==> config.mk <==
export PLATFORM = sky130hd
export DESIGN_NAME = bfs_ctrl
export DESIGN_NICKNAME = d
export VERILOG_FILES = /design/src/hw/rtl/bfs_pkg.sv /design/src/hw/rtl/bfs_ctrl.sv
export SDC_FILE = /design/constraint.sdc
export NUM_CORES = 1
export LEC_CHECK = 0
export BUFFER_PORTS_ARGS = -buffer_cell sky130_fd_sc_hd__buf_2
export CAP_MARGIN = 20
export CORE_AREA = 8 8 45 47
export DETAILED_ROUTE_END_ITERATION = 8
export DIE_AREA = 0 0 53 55
export MAX_ROUTING_LAYER = met4
export PLACE_DENSITY = 0.41
export SYNTH_ARGS = -nofsm -noshare
export SYNTH_HDL_FRONTEND = slang
export SYNTH_SLANG_ARGS = --single-unit
==> constraint.sdc <==
create_clock -name i_clk -period 1.3 [get_ports i_clk]
set_clock_uncertainty 0.2 [all_clocks]
set_input_delay 0.26 -clock i_clk [delete_from_list [all_inputs] [get_ports i_clk]]
set_output_delay 0.26 -clock i_clk [all_outputs]
set_load 0.01 [all_outputs]
==> src/hw/rtl/bfs_pkg.sv <==
// ----------------------------------------------------------------------------
// bfs_pkg: shared types and constants of the Bloom filter string set
// Holds the hash constants, the bit store row geometry, the controller state
// type and the command and status structs between controller and datapath.
// ----------------------------------------------------------------------------
package bfs_pkg;

    // FNV-1a constants; only the low address bits of each lane are used.
    localparam logic [31:0] OFFSET_BASIS = 32'h811C9DC5;
    localparam logic [31:0] FNV_PRIME    = 32'h01000193;

    // The bit store is kept as rows of 64 bits.
    localparam int unsigned ROW_BITS = 6;
    localparam int unsigned ROW_W    = 1 << ROW_BITS;

    // Controller states.
    typedef enum logic [2:0] {
        ST_CLEAR,
        ST_IDLE,
        ST_READ,
        ST_WRITE,
        ST_FINISH
    } t_state;

    // Commands from the controller to the datapath.
    typedef struct packed {
        logic in_ready;
        logic clear_en;
        logic rd_en;
        logic wr_en;
        logic finish;
    } t_dp_cmd;

    // Status from the datapath to the controller.
    typedef struct packed {
        logic in_end;
        logic clear_last;
        logic lane_last;
        logic out_free;
    } t_dp_sts;

endpackage

==> src/hw/rtl/bfs_ctrl.sv <==
// ----------------------------------------------------------------------------
// bfs_ctrl: controller of the Bloom filter string set
// Sequences the clearing pass after reset, byte intake, the per-lane
// read-modify-write of the bit store at the end of a string, and the
// hand-over of the result to the output register.
// ----------------------------------------------------------------------------
module bfs_ctrl
    import bfs_pkg::*;
(
    input  logic    i_clk,
    input  logic    i_rst_n,
    input  t_dp_sts i_sts,
    output t_dp_cmd o_cmd
);

    t_state r_state;
    t_state n_state;

    // State register.
    always_ff @(posedge i_clk) begin
        if (!i_rst_n) begin
            r_state <= ST_CLEAR;
        end else begin
            r_state <= n_state;
        end
    end

    // Next state.
    always_comb begin
        n_state = r_state;
        case (r_state)
            ST_CLEAR: begin
                if (i_sts.clear_last) n_state = ST_IDLE;
            end
            ST_IDLE: begin
                if (i_sts.in_end) n_state = ST_READ;
            end
            ST_READ: begin
                n_state = ST_WRITE;
            end
            ST_WRITE: begin
                n_state = i_sts.lane_last ? ST_FINISH : ST_READ;
            end
            ST_FINISH: begin
                if (i_sts.out_free) n_state = ST_IDLE;
            end
            default: begin
                n_state = ST_CLEAR;
            end
        endcase
    end

    // Command outputs.
    always_comb begin
        o_cmd = '0;
        case (r_state)
            ST_CLEAR:  o_cmd.clear_en = 1'b1;
            ST_IDLE:   o_cmd.in_ready = 1'b1;
            ST_READ:   o_cmd.rd_en    = 1'b1;
            ST_WRITE:  o_cmd.wr_en    = 1'b1;
            ST_FINISH: o_cmd.finish   = i_sts.out_free;
            default:   o_cmd = '0;
        endcase
    end

    // Every row read is followed by its write step.
    a_read_then_write: assert property (@(posedge i_clk) disable iff (!i_rst_n)
        o_cmd.rd_en |=> o_cmd.wr_en)
        else $error("bfs_ctrl: read not followed by write step");

    // A result is only handed over when the output register can take it.
    a_finish_free: assert property (@(posedge i_clk) disable iff (!i_rst_n)
        o_cmd.finish |-> i_sts.out_free)
        else $error("bfs_ctrl: finish while output register is full");

endmodule

==> results of run 1 <==
## kinds of logic after synthesis
group	count (synthesis)	share of synthesized area, %
and+or+nand+nor	14	43.2
AOI/OAI and AO/OA	3	12.9
DFF	3	31.0
buffers and inverters	4	12.9
## repair_timing
item                                   4_1_cts  5_1_grt
gates resized for setup                     12        3
buffers inserted                             2        1
endpoints found under the hold margin        0        0
setup endpoints to repair                    6        7
pin swaps                                    3        7
## stage by stage
stage,setup WS [ns],std cells
2_1_floorplan,0.0148,24
3_3_place_gp,-0.0530,51
3_5_place_dp,0.0123,51
4_1_cts,-0.155,57
5_1_grt,-0.196,58
6_report,-0.149,58
## where the power goes
group	internal, mW	total [mW]	switching (mW)	leakage (nW)
logic	0.0474	0.0786	0.0312	0.131
clock network	0.115	0.158	0.0429	0.0150
registers	0.0963	0.110	0.0132	0.0267
total	0.258	0.346	0.0873	0.172
## critical path, cell delays in order (launching register included)
cell and delay [ns]:
dfxtp_4 0.35, buf_6 0.12, nor3_4 0.14, buf_2 0.15
## synthesized netlist by cell type
cell type	count	area, um2
a21boi_1	1	7.51
nand4b_1	1	8.76
nor3b_1	2	15.0
o31a_1	1	8.76
buf_6	1	11.3
nand2b_1	1	6.26
nor2_1	2	7.51
and3b_1	1	8.76
or4b_1	1	10.0
a2bb2oi_1	1	8.76
nor3_1	4	20.0
buf_2	2	10.0
nand2_1	2	7.51
inv_1	1	3.75
dfxtp_1	3	60.1
## cell type report
cell class                 count  area (um2)  share of cell area, %
multi-input combinational     17         135                   36.9
inverter                       1        3.75                   1.02
timing repair buffer          17         110                   30.0
sequential                     3        71.3                   19.5
clock buffer                   4        26.3                   7.17
tap                           16        20.0                   5.46
## placed cells by master, fill, tap and decap left out, drive strengths merged
cell / netlist / routed
nand2b: 1 / 1
nand4b: 1 / 1
and3b: 1 / 1
dfxtp: 3 / 3
o31a: 1 / 1
a21boi: 1 / 1
buf: 3 / 17
nor2: 2 / 2
a2bb2oi: 1 / 1
nor3b: 2 / 2
clkbuf: 0 / 4
inv: 1 / 1
nor3: 4 / 4
or4b: 1 / 1
nand2: 2 / 2
## worst max-delay path by stage
stage               cells past startpoint  slack, ns          to
finish                                  3      -0.15    o_cmd[3]
global route                            3      -0.20    o_cmd[3]
CTS                                     3      -0.16    o_cmd[3]
detailed placement                      2       0.01  r_state[2]
global placement                        3      -0.05    o_cmd[0]
floorplan                               3       0.01  r_state[2]
## metal layers
layer  vias up  global-route usage [%]
met5         -                       -
met4         0                    2.59
met3         2                    4.01
met2         7                    8.98
met1       108                    4.70
li1        121                       -
==> results.md, run 1 <==
- Final Max Slew Viols: 0
- Unrepaired setup endpoints after global routing: true
- H-Tree Depth: 1
- Post-Syn Area: 194 um2
- Global placement routability congestion: 0.683
- Synthesis-to-finish area growth: 89.0%
- Die W: 53 um
- IO Pins: 11
- Post-Route WL: 641 um
- Clk buf depth: 2
- Syn Area/Cell: 8.08 um2
- Setup-failing EPs final: 6
- Clk sinks: 3
- Vias in the first global route: 257
- Met2 wire len: 329 um
- Share of layout cells above drive strength 1: 64.3%
- Hold WS: 0.0810 ns
- Crit path launch type: register
- Max-Cap Viols: 0
- Setup crit start: r_state[2]
- Met3 WL: 22 um
- WP data required: 0.84 ns
- CTS tree: done
- Slew @ Worst Pin: 0.174 ns
- Biggest register: r_state
- Peak Freq: 690 MHz
- Number of DRC markers in iteration 0: 0
- Peak VDD IR: 0.000587 V
- Core area: 0.00138 mm2
- Reg2Reg Depth: 3
- Die height: 55 um
- WL met1: 267 um
- Vias: 238
- Power density over the cells: 943 mW/mm2
- FILL cells: 157
- Net Count, Synth: 30
- Layout Nets: 49
- Total Power: 346 uW
- DR WL/cell: 11.1 um
- Final hold viol count: 0
- Drt first pass iters: 1
- Register-to-register setup slack: -0.06 ns
- Rows: 14
- Final ANT Viol Nets: 0
- Max reg flops: 3
- Crit end category: output pin
- Gr usage total: 5.51%
- Port bufs: 10
- Worst-path fanout max: 7
- R2R Path Start: r_state[1]
- Tcrit/Tclk final: 111%
- Largest registers: r_state (3)
- Arrival time worst endpoint: 0.99 ns
- CP Class: reg -> out
- Final worst setup slack: -0.149 ns
- Sequential element share of the synthesized area: 31.0%
- Dpl cell area: 273 um2
- Cts bufs inserted: 3
- Hold Crit Class: in -> reg
- Root buffer cell: clkbuf_4
- Max Used Layer: met4
- Failing checks: negative setup slack
- Crit Reg-Reg Endpoint: r_state[2]
- Antenna Cells: 0
- Status: finished with violations
- Post-layout util: 26.5%
- DIE AREA: 0.00292 mm2
- Initial antenna violation count: 0
- Post-layout min period: 1.45 ns
- Starting Density: 14.0%
- Yosys warnings: 0
- DRC: 0
- P_leak: 0.172 nW
- Register bit total from synthesis: 3
- Hold path depth: 2
- DP HPWL: 447 um
- Pin count of the biggest net entering global routing: 9
- Vias per cell: 4.10
- Clock transition at path regs: 0.03 ns
- Final instance area: 367 um2
- First-pass GRT wire length: 1.10 mm
- Hold_buf cts: 0
- Grt ovf: 0
- Distinct cell type count after synthesis: 15
- Cell count after synthesis: 24
- HP Start: i_rst_n
- Hold-critical path endpoint: r_state[0]
- Slew margin rel.: 88.3%
- Worst skew pair latency: 0.23 ns
- TNS Setup: -0.622 ns
No activity file was read; power rests on OpenSTA's default activity.
==> run 2, diff against run 1 <==
--- a/config.mk
+++ b/config.mk
@@ -6,11 +6,12 @@
 export NUM_CORES = 1
 export LEC_CHECK = 0
+export ABC_AREA = 1
 export BUFFER_PORTS_ARGS = -buffer_cell sky130_fd_sc_hd__buf_2
 export CAP_MARGIN = 20
-export CORE_AREA = 8 8 45 47
+export CORE_AREA = 4 4 41 43
 export DETAILED_ROUTE_END_ITERATION = 8
-export DIE_AREA = 0 0 53 55
+export DIE_AREA = 0 0 45 47
 export MAX_ROUTING_LAYER = met4
-export PLACE_DENSITY = 0.41
+export PLACE_DENSITY = 0.44
 export SYNTH_ARGS = -nofsm -noshare
 export SYNTH_HDL_FRONTEND = slang
--- a/constraint.sdc
+++ b/constraint.sdc
@@ -3,3 +3,3 @@
 set_input_delay 0.26 -clock i_clk [delete_from_list [all_inputs] [get_ports i_clk]]
 set_output_delay 0.26 -clock i_clk [all_outputs]
-set_load 0.01 [all_outputs]
+set_load 0.02 [all_outputs]
==> run 2 against run 1 <==
Compared with the run above:
- the flow still finishes with violations (negative setup slack)
- global-route usage is 1.3 points higher
- worst setup slack worse by 0.032 ns
- register-to-register slack hardly changed
- first-iteration DRC count is 3 higher
- clock-buffer cell count stayed put
- sequential power is 19% higher
- core utilization is 5.2 points higher
- cell count is 17% higher
- critical path type unchanged
==> results.md, run 2 <==
- Status: finished with violations
- Failing checks: negative setup slack
- First-pass GRT wire length: 910 um
- Layout Nets: 60
- TNS Setup: -0.736 ns
- Hold Crit Class: in -> reg
- Final worst setup slack: -0.180 ns
- Top post-synthesis cells by count: inv_1, nand3_1, nor3_1
- Worst-path fanout max: 4
- Crit end category: output pin
- Area leader, netlist: dfxtp_1
- Met2 wire len: 263 um
- Delay-heaviest family, CP: flip-flops
- Rows: 13
- Yosys warnings: 0
- Initial antenna violation count: 0
- Tcrit/Tclk final: 114%
- Sequential cell area: 71.3 um2
- Peak Freq: 676 MHz
- Starting Density: 17.9%
- Port bufs: 10
- DIE AREA: 0.00212 mm2
- Most frequent cells in the layout: buf_4, buf_2, inv_1, nand3_1
- Setup-failing EPs final: 6
- Clk sinks: 3
- Vias per cell: 3.97
- CP Class: reg -> out
- Pin count of the biggest net entering global routing: 6
- Die W: 45 um
- Power density over the cells: 1320 mW/mm2
- Post-synth EDFFs: 0
- Sequential element share of the synthesized area: 25.8%
- R2R Path Start: r_state[1]
- Crit path launch type: register
- Final ANT Viol Nets: 0
- Synth area leaders: dfxtp_1, inv_1, nand3_1
- Register-to-register setup slack: -0.05 ns
- Distinct cell type count after synthesis: 14
- Clock transition at path regs: 0.04 ns
- Vias in the first global route: 222
- Syn Area/Cell: 7.05 um2
- CTS tree: done
- DR WL/cell: 8.72 um
- Most common cell in the synthesized netlist: inv_1
- Clk buf depth: 2
- Synthesis-to-finish area growth: 77.4%
- Placed Cells: 62
- HP Start: i_rst_n
- Finished Layout Cells: 68
- Max Used Layer: met4
- Unrepaired setup endpoints after global routing: true
- Final Max Slew Viols: 0
- Max reg flops: 3
- Post-Route WL: 593 um
- Grt ovf: 0
- Drt first pass iters: 2
- Slew margin rel.: 89.3%
- Root buffer cell: clkbuf_4
- Share of layout cells above drive strength 1: 69.8%
- DRC: 0
- Multi-input logic area: 148 um2
- Peak VDD IR: 0.000419 V
- Cell count after synthesis: 33
- Worst skew pair latency: 0.23 ns
- Vias: 270
- Max-Cap Viols: 0
- Die height: 47 um
- Delay of the slowest critical-path stage: 0.36 ns
- Fraction of registers with async set/reset: 0%
- Post-layout util: 31.7%
- IO Pins: 11
- Arrival time worst endpoint: 1.02 ns
- Post-synth top area share: 25.8%
- CP bufs+invs: 2
- Global placement routability congestion: 0.707
- Number of DRC markers in iteration 0: 3
- Largest registers: r_state (3)
- Post-layout min period: 1.48 ns
- Critical-path cell list: nor2_4 > inv_2 > nor3_2 > buf_4
- Setup crit start: r_state[1]
- P_leak: 0.199 nW
- Total Power: 546 uW
- Register bit total from synthesis: 3
- Slew @ Worst Pin: 0.160 ns
- Post-Syn Area: 233 um2
- Commonest non-fill, non-tap cell in the layout: buf_4
- H-Tree Depth: 1
- Final hold viol count: 0
- Antenna Cells: 0
- Cts bufs inserted: 3
- WL met1: 276 um
- Biggest register: r_state
- Gr usage total: 6.76%
- FILL cells: 166
- WP data required: 0.84 ns
- Net Count, Synth: 39
- Slowest CP cell: dfxtp_4
- Met3 WL: 45 um
- Core area: 0.00130 mm2
- DP HPWL: 439 um
- Hold_buf cts: 0
- Most used DFF post-synth: dfxtp_1
[run 2: cell types whose count changed after synthesis, moves of 2 or more]
cell | before | now
inv_1 | 1 | 6
nand3_1 | 0 | 4
buf_2 | 2 | 0
inv_2 | 0 | 2
nand3_2 | 0 | 2
nor2_2 | 0 | 2
nor3b_1 | 2 | 0
[run 2: where the power goes]
group          switching [mW]  internal (mW)  leakage, nW  total (mW)
combinational           0.132          0.123        0.157       0.255
clock                  0.0463          0.115       0.0150       0.161
sequential             0.0228          0.108       0.0267       0.131
total                   0.201          0.345        0.199       0.546
[run 2: kinds of logic (layout without fill, tap and decap cells)]
family	count (synthesis)	count (layout)	synth area share [%]
AO/OA/AOI/OAI	2	2	5.91
buffers and inverters	9	29	19.4
flip-flops	3	3	25.8
AND/OR/NAND/NOR	19	19	48.9
[run 2: cell type report]
class | instances | share of cell area (%)
clock buffers | 4 | 6.36
multi-input cells | 21 | 35.8
inverters | 8 | 7.88
repair buffers | 17 | 28.2
well taps | 15 | 4.55
flip-flops and latches | 3 | 17.3
[run 2: worst register-to-register path: stages (launching register included)]
cell and delay [ns]:
dfxtp_4 0.36, nor2_4 0.13, buf_4 0.11, buf_4 0.10, nand3_2 0.08, nand3_2 0.11, nand2_1 0.06, nand2_1 0.07
nor2_2 0.03
[run 2: metrics by stage]
step                setup slack (ns)  instance area [um2]  hold slack [ns]
floorplan                     -0.102                  240            0.195
global placement             -0.0186                  332            0.304
detailed placement           -0.0355                  332            0.312
CTS                           -0.177                  385           0.0629
global route                  -0.238                  413           0.0726
finish                        -0.180                  413           0.0725
[run 2: worst paths after layout]
check	cells after the start	endpoint
setup / recovery	4	o_cmd[0]
hold / removal	3	r_state[0]
setup reg to reg	8	r_state[0]
hold reg to reg	3	r_state[1]
[run 2: timing repair]
action | 4_1_cts | 5_1_grt
setup endpoints to repair | 6 | 6
gates resized for setup | 12 | 4
pin swaps | 1 | 1
buffers inserted | 0 | 2
[run 2: routing by layer]
metal,global-route usage [%],vias to the layer above
met3,4.60,2
met2,9.60,7
met1,7.03,118
met4,3.51,0
met5,-,-
li1,-,143
